===== config.mk =====
export PLATFORM = sky130hd
export DESIGN_NAME = twf_queue
export DESIGN_NICKNAME = d
export VERILOG_FILES = /design/src/rtl/core/twf_pkg.sv /design/src/rtl/core/twf_queue.sv
export SDC_FILE = /design/constraint.sdc
export NUM_CORES = 1
export LEC_CHECK = 0
export ABC_AREA = 1
export BUFFER_PORTS_ARGS = -buffer_cell sky130_fd_sc_hd__buf_2
export CAP_MARGIN = 30
export CORE_ASPECT_RATIO = 0.8
export CORE_MARGIN = 4
export CORE_UTILIZATION = 61
export CTS_CLUSTER_DIAMETER = 50
export DETAILED_ROUTE_END_ITERATION = 6
export GPL_TIMING_DRIVEN = 0
export PLACE_DENSITY = 0.84
export SYNTH_ARGS = -nofsm -noshare
export SYNTH_HDL_FRONTEND = slang
export SYNTH_SLANG_ARGS = --single-unit

===== constraint.sdc =====
create_clock -name i_clk -period 13 [get_ports i_clk]
set_clock_uncertainty 0.15 [all_clocks]
set_input_delay 0.65 -clock i_clk [delete_from_list [all_inputs] [get_ports i_clk]]
set_output_delay 0.65 -clock i_clk [all_outputs]
set_load 0.05 [all_outputs]

===== src/rtl/core/twf_pkg.sv =====
`timescale 1ns / 1ps

package twf_pkg;

    // command queue between front and back
    localparam int unsigned QDEPTH = 4;
    localparam int unsigned QAW    = 2;

    // configuration register indexes
    localparam int unsigned CFG_IW = 2;
    localparam logic [CFG_IW-1:0] CFG_WINDOW_LENGTH    = 2'd0;
    localparam logic [CFG_IW-1:0] CFG_CHARGE_THRESHOLD = 2'd1;
    localparam logic [CFG_IW-1:0] CFG_TARGET_ROW       = 2'd2;

    localparam logic [63:0] WINDOW_LENGTH_RST = 64'd100000000;

    // saturation limits of the record counters
    localparam logic [4:0]  RUN_MAX    = 5'd31;
    localparam logic [5:0]  PADCNT_MAX = 6'd63;
    localparam logic [20:0] SUM_MAX    = 21'h1FFFFF;

    typedef struct packed {
        logic [63:0] window_length;
        logic [15:0] charge_threshold;
        logic [2:0]  target_row;
    } t_cfg;

    // one queued command: optional record emit, then optional pad store write
    typedef struct packed {
        logic        emit;
        logic        we;
        logic [5:0]  pad;
        logic [15:0] charge;
        logic [63:0] stamp;
        logic [2:0]  row;
        logic [3:0]  section;
    } t_cmd;

    typedef struct packed {
        logic [QAW:0] count;
        logic         full;
        logic         empty;
    } t_q_stat;

    typedef struct packed {
        logic emit_fire;
        logic scanning;
    } t_bk_stat;

endpackage


===== src/rtl/core/twf_queue.sv =====
`timescale 1ns / 1ps

module twf_queue
    import twf_pkg::*;
(
    input  logic    i_clk,
    input  logic    i_rst_n,
    input  logic    i_push_valid,
    output logic    o_push_ready,
    input  t_cmd    i_push_data,
    output logic    o_pop_valid,
    input  logic    i_pop_ready,
    output t_cmd    o_pop_data,
    output t_q_stat o_stat
);

    t_cmd           r_mem [QDEPTH];
    logic [QAW-1:0] r_wp, n_wp;
    logic [QAW-1:0] r_rp, n_rp;
    logic [QAW:0]   r_cnt, n_cnt;
    logic           push;
    logic           pop;

    assign o_push_ready = (r_cnt != (QAW+1)'(QDEPTH));
    assign o_pop_valid  = (r_cnt != '0);
    assign o_pop_data   = r_mem[r_rp];
    assign push         = i_push_valid && o_push_ready;
    assign pop          = o_pop_valid && i_pop_ready;

    assign o_stat.count = r_cnt;
    assign o_stat.full  = !o_push_ready;
    assign o_stat.empty = !o_pop_valid;

    always_comb begin
        n_wp  = push ? r_wp + 1'b1 : r_wp;
        n_rp  = pop  ? r_rp + 1'b1 : r_rp;
        n_cnt = r_cnt;
        if (push && !pop) begin
            n_cnt = r_cnt + 1'b1;
        end else if (pop && !push) begin
            n_cnt = r_cnt - 1'b1;
        end
    end

    always_ff @(posedge i_clk) begin
        if (push) begin
            r_mem[r_wp] <= i_push_data;
        end
    end

    always_ff @(posedge i_clk) begin
        if (!i_rst_n) begin
            r_wp  <= '0;
            r_rp  <= '0;
            r_cnt <= '0;
        end else begin
            r_wp  <= n_wp;
            r_rp  <= n_rp;
            r_cnt <= n_cnt;
        end
    end

endmodule


==> key figures <==
Status
  – Status: finished, violations left
  – Failing checks: DRC

STA
  – Worst slew pin tran: about 0.68 ns
  – Final Hold Viols: 0
  – Max-slew violations: 0
  – Fmax achieved: 326.1 MHz
  – Fin Setup TNS: 0 ns
  – RSZ-0062 raised after global routing: false
  – Relative slew slack: 54.62%
  – Setup violators final: 0
  – Fin crit share: 23.59%
  – Crit path time final: 3.066 ns

Routing
  – Post-DRT Antenna Nets: 0
  – Final wirelength: 33380 um
  – Drt via density: 5.850
  – DR WL/cell: 21.05 um
  – Vias: 9278
  – TritonRoute pass-1 iters: 7
  – Number of DRC markers in iteration 0: 890
  – Remaining DRCs: 1

Finish
  – Layout cell share with drive strength beyond 1: 24.88%
  – Commonest non-fill, non-tap cell in the layout: edfxtp_1
  – Commonest cells after routing, fill and taps aside: edfxtp_1 (380), buf_2 (219), nor2_1 (200), o21ai_0 (177), o22ai_1 (95)
  – Post-route design area: 17550 um2
  – Final #Nets: 1347
  – Area delta synth->final: 20.62%

Worst setup path
  – Startpoint Class: flip-flop
  – Worst path slowest cell: clkbuf_1
  – Largest stage delay, worst path: 0.38 ns
  – Largest delay share family, worst path: buffers and inverters
  – Internal reg-to-reg setup slack: 10.47 ns
  – CP Cell Sequence: buf_6, inv_6, clkbuf_1, o21ai_0, o22ai_1, buf_2
  – Critical path class: reg2out
  – CP Buf/Inv Count: 4
  – CP arrival: between 2 and 2.5 ns
  – CP max FO: 10
  – Critical Path RT: 12.20 ns
  – Setup crit end kind: output port

Global route
  – First-pass GRT wire length: a little over 50000 um
  – Vias in the first global route: 9135
  – Largest net degree at the start of global routing: 31
  – Global route overflow: 0
  – Total track usage: approximately a quarter
  – Antenna violations before repair: 3

Floorplanning
  – # rows: 50
  – Die area: 26410 um2
  – Core area: 23460 um2
  – Initial Util: roughly 62%
  – Die width: approximately 180 um
  – Top-Level Pins: about 200
  – Die H: about 150 um

Pwr
  – P_leak: around 6.3 nW
  – Psw: 0.001532 W
  – Combinational Power Share: 34.2%
  – Peak supply drop: 0.0001740 V
  – Power density cells: 229.1 nW/um2
  – Int Pwr: approximately 0.0025 W
  – Clock Power Share: 27.1%
  – Net Sw Frac: 38.10%
  – Sequential share of power: 38.7%

Logic synthesis
  – Post-Syn Area: 14550 um2
  – Area contributors post-synth: edfxtp_1 (78%), o21ai_0 (6.1%), nor2_1 (5.3%)
  – YS warnings: 0
  – Avg Inst Size Synth: approximately 15 um2
  – Yosys top cell by area: edfxtp_1
  – Seq/Total Area, Yosys: around four fifths
  – Post-Syn Nets: 1093
  – Cells after synthesis: 988
  – Top cell type's share of synthesized area: 78.40%
  – Post-synth cell types: 22
  – Synth Register Bits: about 390

Clocking
  – CTS Hold Buffers Added: 0
  – CTS Buffer Depth: 3
  – Num CTS Buffers: 38
  – Clk root buf: clkbuf_16
  – Post-cts resize count: 0
  – Worst-path clk slew: around 0.060 ns
  – Clock sink total: slightly below 400
  – CTS tree: yes
  – Worst-skew pair later-pin latency: 0.51 ns
  – Postcts setup bufs: 0
  – H-tree depth: 2

Placed design
  – Post-detail-place hpwl: 21270 um
  – GP Congestion: 0.7756
  – Placed instance area: around 16000 um2
  – Input/output buffers: 200

Job
  – Max Cap Violations: 0

Hold path
  – Hold Path Class: in2reg
-- logic make-up after synthesis --
family | Yosys count | share of synthesized area (%)
DFF | 389 | 79.64
AOI/OAI and AO/OA | 289 | 10.75
and+or+nand+nor | 224 | 5.837
buffers and inverters | 79 | 3.138
adders and majority gates | 6 | 0.5674
xor gates and xnor gates | 1 | 0.06019
-- power groups by stage --
stage	Combinational (W)	Clock, W	Sequential [W]
2_1_floorplan	0.000957	0	0.00161
3_3_place_gp	0.00131	0	0.00161
3_5_place_dp	0.00137	0	0.00158
4_1_cts	0.00138	0.00110	0.00156
5_1_grt	0.00145	0.00116	0.00157
6_report	0.00137	0.00109	0.00156
-- sequential cells by signal, summed over array words and instances (netlist names), named ones only --
signal and count:
r_mem 380, r_cnt 3, r_rp 2, r_wp 2
-- layout make-up --
cell class | instances | area, um2
antenna | 4 | 10.01
clock inverter | 10 | 137.6
sequential | 389 | 11590
tap | 312 | 390.4
inverter | 18 | 72.57
timing repair buffer | 214 | 1311
clock buffer | 58 | 1121
fill | 1399 | 5906
multi-input combinational | 520 | 2536
buffer | 61 | 384.1
-- Yosys cell counts, drive strengths merged --
library cell / instances
buf: 35
fa: 1
a21oi: 3
o21ai: 191
inv: 18
nand2: 15
nand3: 4
edfxtp: 380
ha: 5
xor2: 1
dfxtp: 9
nand3b: 1
clkbuf: 26
o22ai: 95
nor2: 204
-- worst paths after layout --
path | from | to | cells past startpoint
max | flip-flop | o_pop_data[14] | 6
min | i_push_data[94] | r_mem[0][94] | 1
max reg2reg | r_cnt[0] | r_mem[3][49] | 7
min reg2reg | r_rp[1] | flip-flop | 2
-- through the flow --
stage	utilization [%]	worst slack [ns]	power (W)	hold slack [ns]	instances
after floorplan	-	6.860	0.002562	0.3148	988
after global placement	67.97	4.627	0.002927	0.3360	1500
after detailed placement	69.42	10.36	0.002954	0.3568	1514
after CTS	74.78	9.887	0.004037	0.1791	1582
after global routing	74.78	9.798	0.004184	0.1861	1582
final	74.83	9.934	0.004021	0.2001	1586
-- routing by layer --
| metal | GRT usage, % | vias up | wire length [um] |
|---|---|---|---|
| met5 | 0 | - | 29 |
| met4 | 5.745 | 6 | 648 |
| met3 | 5.479 | 58 | 3357 |
| met2 | 40.91 | 438 | 16240 |
| met1 | 33.78 | 4538 | 13110 |
| li1 | - | 4238 | - |
Note: power is estimated with default switching activity, not from simulation.
