### src/rtl/core/twf_pkg.sv
`timescale 1ns / 1ps

package twf_pkg;

    // command queue between front and back
    localparam int unsigned QDEPTH = 4;
    localparam int unsigned QAW    = 2;

    // configuration register indexes
    localparam int unsigned CFG_IW = 2;
    localparam logic [CFG_IW-1:0] CFG_WINDOW_LENGTH    = 2'd0;
    localparam logic [CFG_IW-1:0] CFG_CHARGE_THRESHOLD = 2'd1;
    localparam logic [CFG_IW-1:0] CFG_TARGET_ROW       = 2'd2;

    localparam logic [63:0] WINDOW_LENGTH_RST = 64'd100000000;

    // saturation limits of the record counters
    localparam logic [4:0]  RUN_MAX    = 5'd31;
    localparam logic [5:0]  PADCNT_MAX = 6'd63;
    localparam logic [20:0] SUM_MAX    = 21'h1FFFFF;

    typedef struct packed {
        logic [63:0] window_length;
        logic [15:0] charge_threshold;
        logic [2:0]  target_row;
    } t_cfg;

    // one queued command: optional record emit, then optional pad store write
    typedef struct packed {
        logic        emit;
        logic        we;
        logic [5:0]  pad;
        logic [15:0] charge;
        logic [63:0] stamp;
        logic [2:0]  row;
        logic [3:0]  section;
    } t_cmd;

    typedef struct packed {
        logic [QAW:0] count;
        logic         full;
        logic         empty;
    } t_q_stat;

    typedef struct packed {
        logic emit_fire;
        logic scanning;
    } t_bk_stat;

endpackage

### src/rtl/core/twf_if.sv
`timescale 1ns / 1ps

interface twf_hit_if;
    logic        valid;
    logic        ready;
    logic [63:0] hit_time;
    logic [5:0]  hit_pad;
    logic [2:0]  hit_row;
    logic [3:0]  hit_section;
    logic [15:0] hit_charge;

    modport source (output valid, hit_time, hit_pad, hit_row, hit_section, hit_charge,
                    input ready);
    modport sink   (input valid, hit_time, hit_pad, hit_row, hit_section, hit_charge,
                    output ready);
endinterface


### src/rtl/core/twf_front.sv
`timescale 1ns / 1ps

module twf_front
    import twf_pkg::*;
#(
    parameter int PAD_STORE_DEPTH = 64
) (
    input  logic       i_clk,
    input  logic       i_rst_n,
    twf_hit_if.sink    i_hit,
    input  t_cfg       i_cfg,
    output logic       o_cmd_valid,
    input  logic       i_cmd_ready,
    output t_cmd       o_cmd
);

    logic [63:0] r_ws, n_ws;
    logic        r_started, n_started;
    logic        r_has_hit, n_has_hit;

    logic [63:0] ws_eff;
    logic [63:0] diff;
    logic        in_win;
    logic        qual;
    logic        emit;
    logic        acc;

    assign i_hit.ready = i_cmd_ready;
    assign acc         = i_hit.valid && i_cmd_ready;

    always_comb begin
        ws_eff = r_started ? r_ws : i_hit.hit_time;
        diff   = i_hit.hit_time - ws_eff;
        in_win = diff < i_cfg.window_length;
        qual   = (i_hit.hit_row == i_cfg.target_row)
              && (i_hit.hit_charge > i_cfg.charge_threshold)
              && (32'(i_hit.hit_pad) < 32'(PAD_STORE_DEPTH));
        emit   = !in_win && r_has_hit;
    end

    always_comb begin
        o_cmd_valid   = i_hit.valid && (emit || qual);
        o_cmd.emit    = emit;
        o_cmd.we      = qual;
        o_cmd.pad     = i_hit.hit_pad;
        o_cmd.charge  = i_hit.hit_charge;
        o_cmd.stamp   = i_hit.hit_time;
        o_cmd.row     = i_hit.hit_row;
        o_cmd.section = i_hit.hit_section;
    end

    always_comb begin
        n_ws      = r_ws;
        n_started = r_started;
        n_has_hit = r_has_hit;
        if (acc) begin
            n_started = 1'b1;
            if (!in_win) begin
                n_ws      = i_hit.hit_time;
                n_has_hit = qual;
            end else begin
                n_ws      = ws_eff;
                n_has_hit = r_has_hit || qual;
            end
        end
    end

    always_ff @(posedge i_clk) begin
        if (!i_rst_n) begin
            r_ws      <= '0;
            r_started <= 1'b0;
            r_has_hit <= 1'b0;
        end else begin
            r_ws      <= n_ws;
            r_started <= n_started;
            r_has_hit <= n_has_hit;
        end
    end

endmodule

### src/flat_wrapper.sv
// flat-port wrapper written by rule: the top's interface ports become plain ports
module twf_front_flat import twf_pkg::*;
#(
    parameter int PAD_STORE_DEPTH = 64
)
  (i_clk, i_rst_n, i_cfg, o_cmd_valid, i_cmd_ready, o_cmd, i_hit_valid, i_hit_hit_time, i_hit_hit_pad, i_hit_hit_row, i_hit_hit_section, i_hit_hit_charge, i_hit_ready);
  twf_hit_if i_hit_i ();
  input  logic i_clk;
  input  logic i_rst_n;
  input  t_cfg i_cfg;
  output logic o_cmd_valid;
  input  logic i_cmd_ready;
  output t_cmd o_cmd;
  input wire logic [$bits(i_hit_i.valid)-1:0] i_hit_valid;
  input wire logic [$bits(i_hit_i.hit_time)-1:0] i_hit_hit_time;
  input wire logic [$bits(i_hit_i.hit_pad)-1:0] i_hit_hit_pad;
  input wire logic [$bits(i_hit_i.hit_row)-1:0] i_hit_hit_row;
  input wire logic [$bits(i_hit_i.hit_section)-1:0] i_hit_hit_section;
  input wire logic [$bits(i_hit_i.hit_charge)-1:0] i_hit_hit_charge;
  output wire logic [$bits(i_hit_i.ready)-1:0] i_hit_ready;
  assign i_hit_i.valid = i_hit_valid;
  assign i_hit_i.hit_time = i_hit_hit_time;
  assign i_hit_i.hit_pad = i_hit_hit_pad;
  assign i_hit_i.hit_row = i_hit_hit_row;
  assign i_hit_i.hit_section = i_hit_hit_section;
  assign i_hit_i.hit_charge = i_hit_hit_charge;
  assign i_hit_ready = i_hit_i.ready;
  twf_front #(.PAD_STORE_DEPTH(PAD_STORE_DEPTH)) u_core (.i_clk(i_clk), .i_rst_n(i_rst_n), .i_hit(i_hit_i), .i_cfg(i_cfg), .o_cmd_valid(o_cmd_valid), .i_cmd_ready(i_cmd_ready), .o_cmd(o_cmd));
endmodule
### config.mk
export PLATFORM = sky130hd
export DESIGN_NAME = twf_front_flat
export DESIGN_NICKNAME = d
export VERILOG_FILES = /design/src/rtl/core/twf_pkg.sv /design/src/rtl/core/twf_if.sv /design/src/rtl/core/twf_front.sv /design/src/flat_wrapper.sv
export SDC_FILE = /design/constraint.sdc
export NUM_CORES = 1
export LEC_CHECK = 0
export BUFFER_PORTS_ARGS = -buffer_cell sky130_fd_sc_hd__buf_2
export CORE_MARGIN = 10
export CORE_UTILIZATION = 54
export DETAILED_ROUTE_END_ITERATION = 10
export GPL_TIMING_DRIVEN = 1
export HOLD_SLACK_MARGIN = 0.03
export PLACE_DENSITY_LB_ADDON = 0.3
export RECOVER_POWER = 50
export SLEW_MARGIN = 20
export SYNTH_ARGS = -nofsm -noshare
export SYNTH_HDL_FRONTEND = slang
export SYNTH_SLANG_ARGS = --single-unit
### constraint.sdc
create_clock -name i_clk -period 7.9 [get_ports i_clk]
set_input_delay 0.79 -clock i_clk [delete_from_list [all_inputs] [get_ports i_clk]]
set_output_delay 0.79 -clock i_clk [all_outputs]
set_load 0.03 [all_outputs]
==> reports/qor.yml <==
route:
  routed_wl_mm: 25.54
  wl_met2_mm: 11.90
  top_layer: "met4"
  viasPerCell: 5.582
  wl_met1_mm: 11.19
  ant_nets: 0
  dr_wl_met3_mm: 1.864
  firstDrtPassIters: 5
  drc: 0
  drt_iter0_drc: 626
  routed-via-count: 8992
  wire_per_inst_um: 15.85
worst_setup_path:
  rr_worst_depth: 25
  worstReg2RegStart: "u_core.r_started"
  criticalPathCategory: "flop to output pin"
  reg2reg_to: "u_core.r_ws[36]"
  worst_setup_path_end_kind: "output pin"
  path_max_fanout: 26
  crit_arrival_ns: 6.61
  startpoint_type: "flop"
  cp.required_ns: 7.11
  r2r_slack_ns: 1.20
logic_synthesis:
  synth_edf_count: 0
  syn_avg_cell_area_um2: 7.376
  ys_seq_elements: 66
  yosys_warnings: 0
  synth_seq_area_share: 0.1422
  synth_flop_cell: "dfxtp_1"
  ys_types: 63
  synth_cells: 1260
  syn_area_um2: 9294
  syn-num-nets: 1583
  async_reset_ff_frac: 0
die:
  die_height_um: 151.2
  io-pin-count: 277
  die_area_um2: 22860
  rows: 47
  die_w_um: 151.2
  start_util: 0.5565
  core_area_um2: 16700
clock_network:
  clk_path_buf_depth: 2
  cts_buffers: 9
  htree_levels: 3
  postCtsSetupBuffers: 0
  cts_hold_buf: 0
  clkTransAtPathRegs_ns: 0.06
  clkLatencyLatePin_ns: 0.35
  clock-root-buffer: "clkbuf_16"
  clock-sinks: 66
  cts_tree: "built"
sta:
  finalMaxSlewViolations: 0
  finalSetupTns_ns: 0
  max_slew.worst_pin.slew_ns: 0.8951
  clock.fmax_mhz: 135.1
  final-setup-viol-count: 0
  rsz0062_at_grt: "false"
  finalCriticalPeriod_ns: 7.400
  hold_viol_final: 0
  period_share: 0.9368
  relSlewSlack: 0.4033
  skew_ns: 0.004295
job:
  drv_cap: 0
global_route:
  track_usage: 0.2144
  overflow: 0
  antenna_found_initial: 0
  grt_max_degree: 91
  grt_pass1_vias: 8528
  grt_pass1_wl_mm: 40.63
pwr:
  peakVddDrop_mv: 0.1118
  power_leakage_nw: 4.839
  power_density_nw_per_um2: 163.1
placed_design:
  port_buffers: 256
  placed_cells: 1595
  place_area_um2: 9948
  dp_hpwl_mm: 21.20
  gp_congestion: 0.9615
hold_path:
  whs_endpoint: "u_core.r_ws[17]"
  hp-class: "flop to flop"
  hp-start: "u_core.r_ws[17]"
  hold_depth: 2
layout:
  fin_cells: 1611
  fin_nets: 1709
  drive_gt1_frac: 0.1589
  fillers: 1619
  area_delta_synth_final_pct: 9.262
  antennaDiodeCount: 0
  stdcell_area_um2: 10150
run_status:
  status: "finished clean"
worst max-delay path, stage by stage (launching register included):
cell and delay, ns:
dfxtp_4 0.63, buf_4 0.40, mux2i_1 0.26, ha_1 0.33, a21oi_1 0.22, o21ai_0 0.17
o31ai_1 0.29, nand3_1 0.16, o211ai_1 0.32, nand2_1 0.15, a211oi_1 0.44, o21ai_0 0.17
a21oi_1 0.19, xnor2_1 0.15, ha_1 0.27, a21o_1 0.18, a21o_1 0.16, a21o_1 0.16
a21o_1 0.18, a211oi_2 0.24, o21ai_0 0.17, o31ai_2 0.48, nor2b_1 0.12, o21a_1 0.20
buf_2 0.17
cells by family (layout without fill, tap and decap cells):
group / Yosys count / after routing / synth area share
compound gates: 346 / 346 / 0.2240
simple gates: 331 / 331 / 0.1692
buf+inv: 248 / 379 / 0.1442
fa+ha+maj: 143 / 143 / 0.1933
flops: 66 / 66 / 0.1422
xor+xnor: 64 / 64 / 0.06031
mux: 62 / 62 / 0.06677
layout by cell type (no fill, tap or decap), types with 2 or more instances in the layout:
master,instances
o211ai_1,7
xor2_1,20
nand2_1,123
nand2b_1,11
o21a_1,10
clkinv_2,2
or4_1,2
o21ai_1,17
nor2_1,41
or3_1,2
dfxtp_1,65
a21o_1,47
o31ai_2,2
a2111oi_0,2
a211o_1,3
xnor2_1,44
o21ai_0,105
nand3_1,81
nor3_1,11
mux2i_1,62
ha_1,142
o22ai_1,2
a31o_2,3
inv_1,102
nand4_1,27
a21oi_1,102
a21boi_0,4
buf_4,6
clkbuf_1,74
and2_1,4
clkbuf_16,9
nor4_1,3
a31oi_1,6
nor2b_1,14
o21bai_1,13
o221ai_1,2
a211oi_1,5
and4_1,5
buf_2,184
power breakdown:
part | total (mW) | internal [mW] | switching, mW | leakage, nW
registers | 0.366 | 0.352 | 0.0140 | 0.540
logic | 0.875 | 0.362 | 0.513 | 4.16
clock network | 0.415 | 0.252 | 0.162 | 0.144
total | 1.66 | 0.966 | 0.689 | 4.84
flip-flops by register name (all words and copies together), names as in the netlist:
signal / flops
u_core.r_ws: 64
u_core.r_has_hit: 1
u_core.r_started: 1
through the flow:
stage	setup slack (ns)	util	total power, mW	hold WS, ns
2_1_floorplan	1.591	-	1.055	0.4281
3_3_place_gp	0.8866	0.5957	1.226	0.4369
3_5_place_dp	0.6924	0.5957	1.244	0.4427
4_1_cts	0.3132	0.6131	1.662	0.4505
5_1_grt	0.08921	0.6080	1.785	0.4603
6_report	0.4995	0.6080	1.656	0.4504
synth_stat cells (6+ instances only):
library cell | instances | share of area
clkbuf_1 | 24 | 0.0097
buf_4 | 98 | 0.079
nor2_1 | 41 | 0.017
ha_1 | 142 | 0.19
o21ai_1 | 17 | 0.0092
xnor2_1 | 44 | 0.041
a21o_1 | 47 | 0.038
a31oi_1 | 6 | 0.0040
o21ai_0 | 105 | 0.057
o211ai_1 | 7 | 0.0057
o21a_1 | 10 | 0.0081
xor2_1 | 20 | 0.019
nand3_1 | 81 | 0.044
nand2b_1 | 11 | 0.0074
nor2b_1 | 14 | 0.0094
mux2i_1 | 62 | 0.067
nor3_1 | 11 | 0.0059
nand2_1 | 123 | 0.050
o21bai_1 | 13 | 0.011
buf_1 | 15 | 0.0061
inv_1 | 102 | 0.041
a21oi_1 | 103 | 0.055
nand4_1 | 27 | 0.018
dfxtp_1 | 66 | 0.14
metal layers:
metal / up-vias / track usage
met3: 39 / 0.03759
met1: 4029 / 0.2680
li1: 4623 / -
met2: 301 / 0.3593
met4: 0 / 0.08037
met5: - / 0
worst max-delay path by stage:
stage	startpoint	endpoint	slack, ns	cells after the start
after CTS	u_core.r_started	o_cmd_valid	0.31	24
after global routing	u_core.r_started	o_cmd_valid	0.09	24
after detailed placement	u_core.r_started	o_cmd_valid	0.69	24
final	u_core.r_started	o_cmd_valid	0.50	24
after global placement	u_core.r_started	o_cmd_valid	0.89	24
after floorplan	u_core.r_started	o_cmd_valid	1.59	25
repair_timing:
action	in CTS	in global routing
setup endpoints to repair	0	1
gates resized for setup	0	1
hold endpoints to repair	0	0
final cells by class:
| class | instances | area [um^2] | share of cell area |
|---|---|---|---|
| Clock inverter | 3 | 40.04 | 0.003943 |
| Clock buffer | 13 | 250.2 | 0.02464 |
| Multi-Input combinational cell | 946 | 6649 | 0.6548 |
| Timing Repair Buffer | 261 | 1232 | 0.1214 |
| Tap cell | 220 | 275.3 | 0.02711 |
| Sequential cell | 66 | 1325 | 0.1305 |
| Inverter | 102 | 382.9 | 0.03770 |
(Power assumes the default switching activity.)
